<file path="src/rtl/tpc_pkg.sv">
// Package for the triangle plane clipper.
// Holds widths, payload and control structs, codes and a helper function.
// No dependencies.
package tpc_pkg;

    localparam int COORD_BITS = 32;
    localparam int DIFF_W     = COORD_BITS + 1;
    localparam int PROD_W     = DIFF_W + COORD_BITS;
    localparam int DIST_W     = PROD_W + 2;
    localparam int DLO_W      = (DIST_W + 1) / 2;
    localparam int DHI_W      = DIST_W - DLO_W;
    localparam int NUM_W      = COORD_BITS + DIST_W + 1;
    localparam int DIV_STAGES = COORD_BITS;
    localparam int DIST_LAT   = 3;
    localparam int ISECT_LAT  = DIV_STAGES + 5;
    localparam int REG_IDX_W  = 3;
    localparam int ATTR_W     = 16;

    typedef logic signed [COORD_BITS-1:0] coord_t;
    typedef logic signed [DIST_W-1:0]     dist_t;

    typedef enum logic [REG_IDX_W-1:0] {
        REG_PLANE_POINT_X = 3'd0,
        REG_PLANE_POINT_Y = 3'd1,
        REG_PLANE_POINT_Z = 3'd2,
        REG_NORMAL_X      = 3'd3,
        REG_NORMAL_Y      = 3'd4,
        REG_NORMAL_Z      = 3'd5
    } reg_idx_t;

    typedef enum logic [1:0] {
        CLIP_NONE,
        CLIP_PASS,
        CLIP_ONE_IN,
        CLIP_TWO_IN
    } clip_mode_t;

    typedef struct packed {
        coord_t x;
        coord_t y;
        coord_t z;
    } vertex_t;

    typedef struct packed {
        vertex_t point;
        vertex_t normal;
    } plane_t;

    typedef struct packed {
        coord_t            in_a_x;
        coord_t            in_a_y;
        coord_t            in_a_z;
        coord_t            in_b_x;
        coord_t            in_b_y;
        coord_t            in_b_z;
        coord_t            in_c_x;
        coord_t            in_c_y;
        coord_t            in_c_z;
        logic [ATTR_W-1:0] in_glyph;
        logic [ATTR_W-1:0] in_shade;
    } tri_in_t;

    typedef struct packed {
        coord_t            out_a_x;
        coord_t            out_a_y;
        coord_t            out_a_z;
        coord_t            out_b_x;
        coord_t            out_b_y;
        coord_t            out_b_z;
        coord_t            out_c_x;
        coord_t            out_c_y;
        coord_t            out_c_z;
        logic [ATTR_W-1:0] out_glyph;
        logic [ATTR_W-1:0] out_shade;
        logic              last_triangle;
    } tri_out_t;

    typedef struct packed {
        clip_mode_t        mode;
        vertex_t           k0;
        vertex_t           k1;
        vertex_t           k2;
        logic [ATTR_W-1:0] glyph;
        logic [ATTR_W-1:0] shade;
    } side_t;

    typedef struct packed {
        vertex_t a;
        vertex_t b;
        dist_t   da;
        dist_t   db;
    } seg_t;

    typedef struct packed {
        side_t   side;
        vertex_t x0;
        vertex_t x1;
    } clip_rec_t;

    function automatic coord_t vtx_axis(vertex_t v, logic [1:0] k);
        coord_t r;
        case (k)
            2'd0:    r = v.x;
            2'd1:    r = v.y;
            default: r = v.z;
        endcase
        return r;
    endfunction

endpackage

</file>
<file path="src/rtl/tpc_merge.sv">
// Output stage: holds one clip record and hands out its one or two
// triangles, and drives the pipeline advance. Depends on tpc_pkg.
module tpc_merge (
    input  logic               clk,
    input  logic               rst_n,
    input  logic               rec_valid,
    input  tpc_pkg::clip_rec_t rec,
    input  logic               out_stall,
    output logic               adv,
    output logic               out_valid,
    output tpc_pkg::tri_out_t  out_item
);
    import tpc_pkg::*;

    logic      hold_valid_reg, hold_valid_next;
    logic      sel_reg, sel_next;
    clip_rec_t rec_reg;
    logic      out_fire;
    logic      two;
    logic      done;
    vertex_t   p0, p1, p2;
    logic      last;

    assign out_fire = hold_valid_reg && !out_stall;
    assign two      = rec_reg.side.mode == CLIP_TWO_IN;
    assign done     = out_fire && (sel_reg || !two);
    assign adv      = !hold_valid_reg || done;

    always_comb
    begin
        hold_valid_next = hold_valid_reg;
        sel_next        = sel_reg;
        if (adv)
        begin
            hold_valid_next = rec_valid;
            sel_next        = 1'b0;
        end
        else if (out_fire)
        begin
            sel_next = 1'b1;
        end
    end

    always_ff @(posedge clk or negedge rst_n)
    begin
        if (!rst_n)
        begin
            hold_valid_reg <= 1'b0;
            sel_reg        <= 1'b0;
        end
        else
        begin
            hold_valid_reg <= hold_valid_next;
            sel_reg        <= sel_next;
        end
    end

    always_ff @(posedge clk)
    begin
        if (adv)
        begin
            rec_reg <= rec;
        end
    end

    always_comb
    begin
        p0   = rec_reg.side.k0;
        p1   = rec_reg.side.k1;
        p2   = rec_reg.side.k2;
        last = 1'b1;
        case (rec_reg.side.mode)
            CLIP_ONE_IN:
            begin
                p1 = rec_reg.x0;
                p2 = rec_reg.x1;
            end
            CLIP_TWO_IN:
            begin
                if (sel_reg)
                begin
                    p0 = rec_reg.side.k1;
                    p1 = rec_reg.x0;
                    p2 = rec_reg.x1;
                end
                else
                begin
                    p2   = rec_reg.x0;
                    last = 1'b0;
                end
            end
            default:
            begin
                last = 1'b1;
            end
        endcase
        out_item.out_a_x       = p0.x;
        out_item.out_a_y       = p0.y;
        out_item.out_a_z       = p0.z;
        out_item.out_b_x       = p1.x;
        out_item.out_b_y       = p1.y;
        out_item.out_b_z       = p1.z;
        out_item.out_c_x       = p2.x;
        out_item.out_c_y       = p2.y;
        out_item.out_c_z       = p2.z;
        out_item.out_glyph     = rec_reg.side.glyph;
        out_item.out_shade     = rec_reg.side.shade;
        out_item.last_triangle = last;
    end

    assign out_valid = hold_valid_reg;

    a_sel_two: assert property (@(posedge clk) disable iff (!rst_n)
        sel_reg |-> hold_valid_reg && two)
        else $error("Second triangle selected for a record without two.");

    a_no_empty: assert property (@(posedge clk) disable iff (!rst_n)
        hold_valid_reg |-> rec_reg.side.mode != CLIP_NONE)
        else $error("Record without triangles held for output.");

    a_second_follows: assert property (@(posedge clk) disable iff (!rst_n)
        out_fire && !done |=> out_valid && sel_reg && !adv || out_valid && sel_reg)
        else $error("Second triangle of a record was lost.");

endmodule

</file>
<file path="config.mk">
export PLATFORM = sky130hd
export DESIGN_NAME = tpc_merge
export DESIGN_NICKNAME = d
export VERILOG_FILES = /design/src/rtl/tpc_pkg.sv /design/src/rtl/tpc_merge.sv
export SDC_FILE = /design/constraint.sdc
export NUM_CORES = 1
export LEC_CHECK = 0
export ABC_AREA = 1
export BUFFER_PORTS_ARGS = -buffer_cell sky130_fd_sc_hd__buf_2
export CAP_MARGIN = 0
export CORE_AREA = 2 2 325 327
export CTS_BUF_LIST = sky130_fd_sc_hd__clkbuf_16
export CTS_CLUSTER_DIAMETER = 60
export CTS_CLUSTER_SIZE = 24
export DETAILED_ROUTE_END_ITERATION = 7
export DIE_AREA = 0 0 327 329
export HOLD_SLACK_MARGIN = 0.02
export SLEW_MARGIN = 10
export SYNTH_ARGS = -nofsm -noshare
export SYNTH_HDL_FRONTEND = slang
export SYNTH_SLANG_ARGS = --single-unit
</file>
<file path="constraint.sdc">
create_clock -name clk -period 21.8 [get_ports clk]
set_input_delay 3.27 -clock clk [delete_from_list [all_inputs] [get_ports clk]]
set_output_delay 3.27 -clock clk [all_outputs]
set_load 0.05 [all_outputs]
</file>
Yosys cells after proc, flatten, opt, wreduce, memory -nomap -nowiden --
Cells that the tools add are included.
Word-level totals: register bits after elaboration 516, latch bits 0, RAM bits 0, memory bits (read-only) 0, input bits 518, output and inout port bits 323, logic and storage cells 40, memories 0
Operators by class: add/subtract/negate cells 0, multipliers 0, divide/modulo/power cells 0, order comparisons 0, equality and inequality tests 2, shift-type cells 0, mux-type cells 10, bitwise operators 0, reduce and logical (&&, ||, !) cells 8
Operator list (number):
- two-way mux 96 bit | 4
- case mux 96 bit (2 select lines) | 2
- equality test 2 bit, second input constant | 2
- two-way mux 1 bit | 4
- logical NOT 1 bit | 3
- logical AND 1 bit | 2
- logical OR 1 bit | 2
- nonzero test 2 bit | 1

Depth between registers and ports, before layout --
Gate-level depths: netlist (run 1).
depth after elaboration 6, mapped depth 8, gate-level depth less buffers 5

Worst setup path after synthesis (run 1) --
No wires, ideal clock.
kind in2out, start point in out_stall, end point out adv, data arrival time 14.595 ns, data required time 18.530 ns, path slack 3.935 ns, stages on the path 3, path buffers 0, cells stage by stage inv_1 -> nand2_1 -> nand2_1
Between the ends: longest elaborated chain between the ends 4
Ends and longest elaborated chain:
- start: declaration | line tpc_merge.sv:8 | input logic out_stall,
- logical NOT 1 bit | line tpc_merge.sv:24 | assign out_fire = hold_valid_reg && !out_stall;
- logical AND 1 bit | line tpc_merge.sv:24
- logical AND 1 bit | line tpc_merge.sv:26 | assign done = out_fire && (sel_reg || !two);
- logical OR 1 bit | line tpc_merge.sv:27 | assign adv = !hold_valid_reg || done;
- end: declaration | line tpc_merge.sv:9 | output logic adv,
Every way passes these cells.

==> results of run 1 <==
## synth_stat cells (all sizes together)
cell type,count,share of area (%)
buf,117,3.5
clkbuf,39,0.70
dfrtp,2,0.24
edfxtp,514,74
inv,5,0.090
nand2,537,9.7
nand3,280,6.7
nand4,87,2.6
nor2,2,0.084
o21ai,96,2.3
## power by group through the flow
| stage | clock network [mW] | registers, mW | logic, mW |
|---|---|---|---|
| detailed placement | 0 | 1.28 | 0.665 |
| global placement | 0 | 1.27 | 0.662 |
| finish | 1.09 | 1.25 | 0.658 |
| CTS | 1.12 | 1.25 | 0.667 |
| global route | 1.15 | 1.26 | 0.696 |
| floorplan | 0 | 1.31 | 0.463 |
## through the flow
| stage | setup WS [ns] | area, um2 | hold slack [ns] | std cells |
|---|---|---|---|---|
| after detailed placement | 14.44 | 26100 | 0.938 | 3776 |
| after global routing | 13.66 | 28300 | 0.978 | 3889 |
| after floorplan | 3.93 | 20800 | 0.742 | 1679 |
| final | 14.07 | 28300 | 0.932 | 3891 |
| after global placement | 14.44 | 26100 | 0.944 | 3776 |
| after CTS | 13.87 | 28300 | 0.958 | 3886 |
## final cells by class
class | instances | area (um2)
fill | 10944 | 76100
inverter | 5 | 28.8
multi-input combinational | 1002 | 4500
antenna | 5 | 12.5
timing repair buffer | 862 | 4390
clock buffer | 59 | 1480
sequential | 516 | 15500
clock inverter | 51 | 684
tap | 1391 | 1740
## logic make-up after synthesis
group / Yosys count / share of synthesized area (%)
simple gates: 906 / 19.1
flops: 516 / 74.3
buf+inv: 161 / 4.27
compound gates: 96 / 2.30
## worst max-delay path: cells and delay by family, from the launching register on
| kind | cells | cell delay, ns |
|---|---|---|
| buf+inv | 3 | 1.43 |
| flops | 1 | 0.68 |
| simple gates | 4 | 1.48 |
## path summary, 6_finish.rpt
kind                                           to  cells after the start
max in group asynchronous     sel_reg$_DFFE_PN0P_                      1
min reg2reg                   sel_reg$_DFFE_PN0P_                      2
max reg2reg                rec_reg[344]$_DFFE_PP_                      7
min in group asynchronous   out_valid$_DFFE_PN0P_                      1
max                                 out_item[175]                      7
min                           sel_reg$_DFFE_PN0P_                      2
## metal layers
layer / part of all wire [%] / track usage, % / vias to the layer above
met2: 49 / 24.8 / 873
met4: 2.6 / 3.94 / 10
met1: 39 / 18.1 / 8183
met3: 9.0 / 3.97 / 161
li1: - / - / 7576
met5: 0.086 / 0 / -
==> flow_summary_export.csv, run 1 <==
group,metric,value,unit
timing,setup_viol,0,
timing,hold_viol,0,
pwr,sw_frac_of_total,35.5,%
route,drt_iter0_markers,1277,
route,antenna_left,0,
outcome,outcome,"finished, final reports clean",
pwr,peakVddDrop,75.1,uV
route,vias,16803,
timing,worst_pin_slew,1.05,ns
timing,finalCriticalPeriod,7.73,ns
pwr,finalPower,3.00,mW
place,hpwl,60700,um
timing,drv_slew,0,
cts,cts_resized,0,
pwr,powerDensity,106,mW/mm2
pwr,p_clk_share,36.2,%
grt,antenna_found_initial,28,
hold_path,holdCritPathClass,"register to register",
setup_path,crit_type,"register to primary output",
cts,cts-root-buf,"clkbuf_16",
setup_path,cp_max_fo,86,
place,io_buffer_count,840,
synth,synth_nets,2197,
floorplan,die_area,0.108,mm2
cells_and_area,drive_gt1_share,39.0,%
route,wl_per_cell,21.4,um
floorplan,pin_count,841,
setup_path,path_cells,"inv_8 > nand2_8 > nand2_4 > buf_4 > nand2_1 > nand2_1 > buf_2",
cts,clk-insertion-delay-late,0.65,ns
timing,clock_skew,0.0301,ns
cts,cts-buffers-inserted,58,
timing,max_freq,0.129,GHz
pwr,leakage,11.9,nW
cts,post-cts-setup-buffer-count,0,
timing,setup_tns,0,ns
grt,grt_pass1_wl,114000,um
synth,netlist_instances,1679,
synth,yosys_warnings,0,
grt,globalRouteTotalUtil,14.6,%
setup_path,critPathMaxStageDelay,0.73,ns
cts,clkTransAtPathRegs,0.06,ns
setup_path,r2r-start,"sel_reg$_DFFE_PN0P_",
cts,cts-htree-levels,2,
place,routabilityCongestion,0.857,
floorplan,die_x,327,um
floorplan,start_util,20.0,%
pwr,p_switching,1.06,mW
cts,cts_tree,"done",
setup_path,crit_path_start,"sel_reg$_DFFE_PN0P_",
setup_path,endpoint_kind,"primary output",
cells_and_area,final_cell_mix,"buf_2, nand2_1, edfxtp_1",
route,drc,0,
timing,fin_crit_sh,35.5,%
route,viasPerCell,4.32,
pwr,p_int,1.93,mW
route,routed_wirelength,83400,um
cells_and_area,nets,2963,
cells_and_area,synthToLayoutAreaGrowth,35.8,%
synth,ys_ff_latch,516,
route,first_pass_iters,7,
run,maxCapViolations,0,
pwr,comb_power_share,21.9,%
synth,seq_area_frac_synth,74.3,%
hold_path,hp-start,"out_valid$_DFFE_PN0P_",
setup_path,crit_top_cell,"nand2_1",
floorplan,rows,119,
setup_path,critPathArrivalTime,4.46,ns
grt,grt_max_degree,155,
grt,grt.overflow.total,0,
setup_path,slowest_stage,"nand2_4",
timing,relSlewSlack,30.1,%
grt,grt_pass1_vias,16334,
cts,cts.path.max_buffers,3,
pwr,seqPwrFrac,41.8,%
timing,rsz0062_at_grt,"no",
cts,cts_hold_buf,0,
cts,clock-sinks,516,
setup_path,critPathRequiredTime,18.53,ns
cells_and_area,fin_util,27.1,%
floorplan,coreArea,0.104,mm2
setup_path,reg2reg_slack,17.33,ns
synth,syn_area,0.0208,mm2
setup_path,critPathLaunchType,"register",
synth,synth_area_per_cell,12.4,um2
cells_and_area,final_common_cell,"buf_2",
floorplan,die_y,329,um
cells_and_area,largest_reg_flops,482,
synth,synth.distinct_cells,18,
Note: power is estimated with default switching activity, not from simulation.
==> inputs of run 2 (changes only) <==
ABC_AREA = 0   (was 1)
CORE_AREA = 2 2 332 334   (was 2 2 325 327)
DIE_AREA = 0 0 334 336   (was 0 0 327 329)
clock period = 7.8 ns   (was 21.8 ns; I/O delays follow)
==> run 2 against run 1 <==
  * Register-to-register slack lost 13 ns
  * Global-route usage is 0.42 points lower
  * Sequential power rose to 2.8 times the previous value
  * Critical endpoint is now out_item[177]
  * Utilization shrank 1.1 points
  * Via count shrank 17%
  * Area after synthesis is 3.5% lower
==> flow_summary_export.csv, run 2 <==
group,metric,value,unit
outcome,outcome,"finished, final reports clean",
cells_and_area,drive_gt1_share,56.1,%
synth,yosys.area.top_type,"edfxtp_1",
cts,clock-sinks,516,
cts,cts_hold_buf,0,
place,io_buffer_count,840,
timing,relSlewSlack,29.0,%
synth,synth_common_cells,"edfxtp_1, nand2_1, mux2_2",
floorplan,coreArea,0.108,mm2
floorplan,start_util,18.6,%
timing,drv_slew,0,
place,placed_area,0.0257,mm2
cts,cts_resized,0,
cts,cts-htree-levels,3,
synth,netlist_instances,1201,
setup_path,crit_type,"register to primary output",
grt,grt.overflow.total,0,
setup_path,endpoint_kind,"primary output",
synth,yosys-top-cells-area,"edfxtp_1, mux2_2, nand2_1",
synth,async_flop_share,0.388,%
floorplan,die_y,336,um
cells_and_area,final_cell_mix,"buf_2, edfxtp_1, nand2_1",
place,dp_slack,3.34,ns
route,wl_per_cell,23.7,um
cts,clkTransAtPathRegs,0.07,ns
cells_and_area,seqCellArea,0.0155,mm2
synth,ys.flop_type,"edfxtp_1",
setup_path,reg2reg_slack,4.66,ns
timing,setup_tns,0,ns
cells_and_area,final_common_cell,"buf_2",
grt,antenna_found_initial,62,
cts,post-cts-setup-buffer-count,0,
run,maxCapViolations,0,
grt,grt_pass1_wl,111000,um
route,vias,13873,
route,antenna_left,0,
grt,globalRouteTotalUtil,14.2,%
route,viasPerCell,3.96,
route,met3WireLength,6600,um
route,routed_wirelength,83000,um
cts,cts-root-buf,"clkbuf_16",
timing,setup_ws,2.94,ns
route,met1_length,34100,um
cells_and_area,largest_reg_flops,482,
synth,synth_top_area_share,76.7,%
route,first_pass_iters,4,
place,routabilityCongestion,0.811,
grt,grt_pass1_vias,14071,
pwr,leakage,11.4,nW
synth,yosysMostFrequentCell,"edfxtp_1",
timing,finalCriticalPeriod,4.86,ns
cts,cts.path.max_buffers,3,
pwr,finalPower,8.61,mW
grt,grt_max_degree,157,
route,top_layer,"met5",
route,wl_met2,39600,um
place,place_inst,3372,
timing,setup_viol,0,
setup_path,critPathRequiredTime,6.63,ns
timing,max_freq,0.206,GHz
cells_and_area,synthToLayoutAreaGrowth,40.0,%
cells_and_area,final_area,0.0282,mm2
timing,clock_skew,0.0185,ns
place,hpwl,64500,um
cells_and_area,nets,2547,
synth,synth.distinct_cells,20,
synth,seq_area_frac_synth,77.0,%
setup_path,critPathLaunchType,"register",
cells_and_area,filler_cell_count,11337,
synth,synth_nets,1719,
pwr,peakVddDrop,174,uV
cells_and_area,multiInputGateArea,0.00411,mm2
synth,syn_area,0.0201,mm2
route,drt_iter0_markers,691,
timing,hold_viol,0,
timing,rsz0062_at_grt,"no",
timing,fin_crit_sh,62.3,%
setup_path,cp_max_fo,49,
cts,clk-insertion-delay-late,0.63,ns
setup_path,critPathArrivalTime,3.69,ns
floorplan,rows,121,
hold_path,holdCritPathClass,"primary input to async pin",
cts,cts_tree,"done",
floorplan,die_area,0.112,mm2
synth,synth_edf_count,514,
timing,worst_pin_slew,1.07,ns
synth,ys_ff_latch,516,
floorplan,die_x,334,um
floorplan,pin_count,841,
cells_and_area,instances_no_fill,3503,
route,drc,0,
synth,yosys_warnings,0,
pwr,powerDensity,306,mW/mm2
synth,synth_area_per_cell,16.8,um2
cts,cts-buffers-inserted,69,
[run 2: power by group]
part | switching [mW] | total (mW) | leakage, nW | internal (mW)
clock network | 1.47 | 3.35 | 1.21 | 1.88
registers | 0.169 | 3.55 | 5.10 | 3.38
logic | 1.28 | 1.71 | 5.13 | 0.433
[run 2: critical path: stages, from the launching register on]
cell      delay (ns)
dfrtp_1         0.47
nand2b_4        0.38
nand2_8         0.47
buf_4           0.76
mux2_2          0.43
buf_2           0.21
[run 2: layer usage]
layer | track usage [%] | vias to the layer above
met3 | 4.42 | 203
li1 | - | 6165
met5 | 0 | -
met4 | 4.51 | 16
met1 | 17.3 | 6754
met2 | 23.7 | 735
[run 2: area by class of cell]
class / count / share of cell area, %
Sequential cell: 516 / 55.0
Multi-Input combinational cell: 587 / 14.6
Timing Repair Buffer: 854 / 15.4
Antenna cell: 3 / 0.0266
Tap cell: 1414 / 6.28
Clock buffer: 70 / 6.22
Clock inverter: 58 / 2.50
Inverter: 1 / 0.0133
[run 2: metrics by stage]
stage                     utilization (%)  hold slack [ns]
final                                26.0            0.324
after global routing                 26.0            0.275
after CTS                            26.0            0.257
after detailed placement             23.7            0.658
after global placement               23.7            0.644
after floorplan                         -            0.562
[run 2: cell families after synthesis]
| family | Yosys count | share of synthesized area, % |
|---|---|---|
| multiplexers | 192 | 11.5 |
| flip-flops | 516 | 77.0 |
| AND/OR/NAND/NOR | 297 | 5.63 |
| AO/OA/AOI/OAI | 98 | 3.05 |
| buffers and inverters | 98 | 2.87 |
[run 2: path summary, 6_finish.rpt]
| check | cells after the start | from | endpoint |
|---|---|---|---|
| max | 5 | sel_reg$_DFFE_PN0P_ | out_item[177] |
| min | 1 | rst_n | out_valid$_DFFE_PN0P_ |
| max reg2reg | 5 | rec_reg[513]$_DFFE_PP_ | rec_reg[72]$_DFFE_PP_ |
| min reg2reg | 2 | sel_reg$_DFFE_PN0P_ | sel_reg$_DFFE_PN0P_ |
| max in group asynchronous | 1 | rst_n | sel_reg$_DFFE_PN0P_ |
| min in group clk | 2 | sel_reg$_DFFE_PN0P_ | sel_reg$_DFFE_PN0P_ |
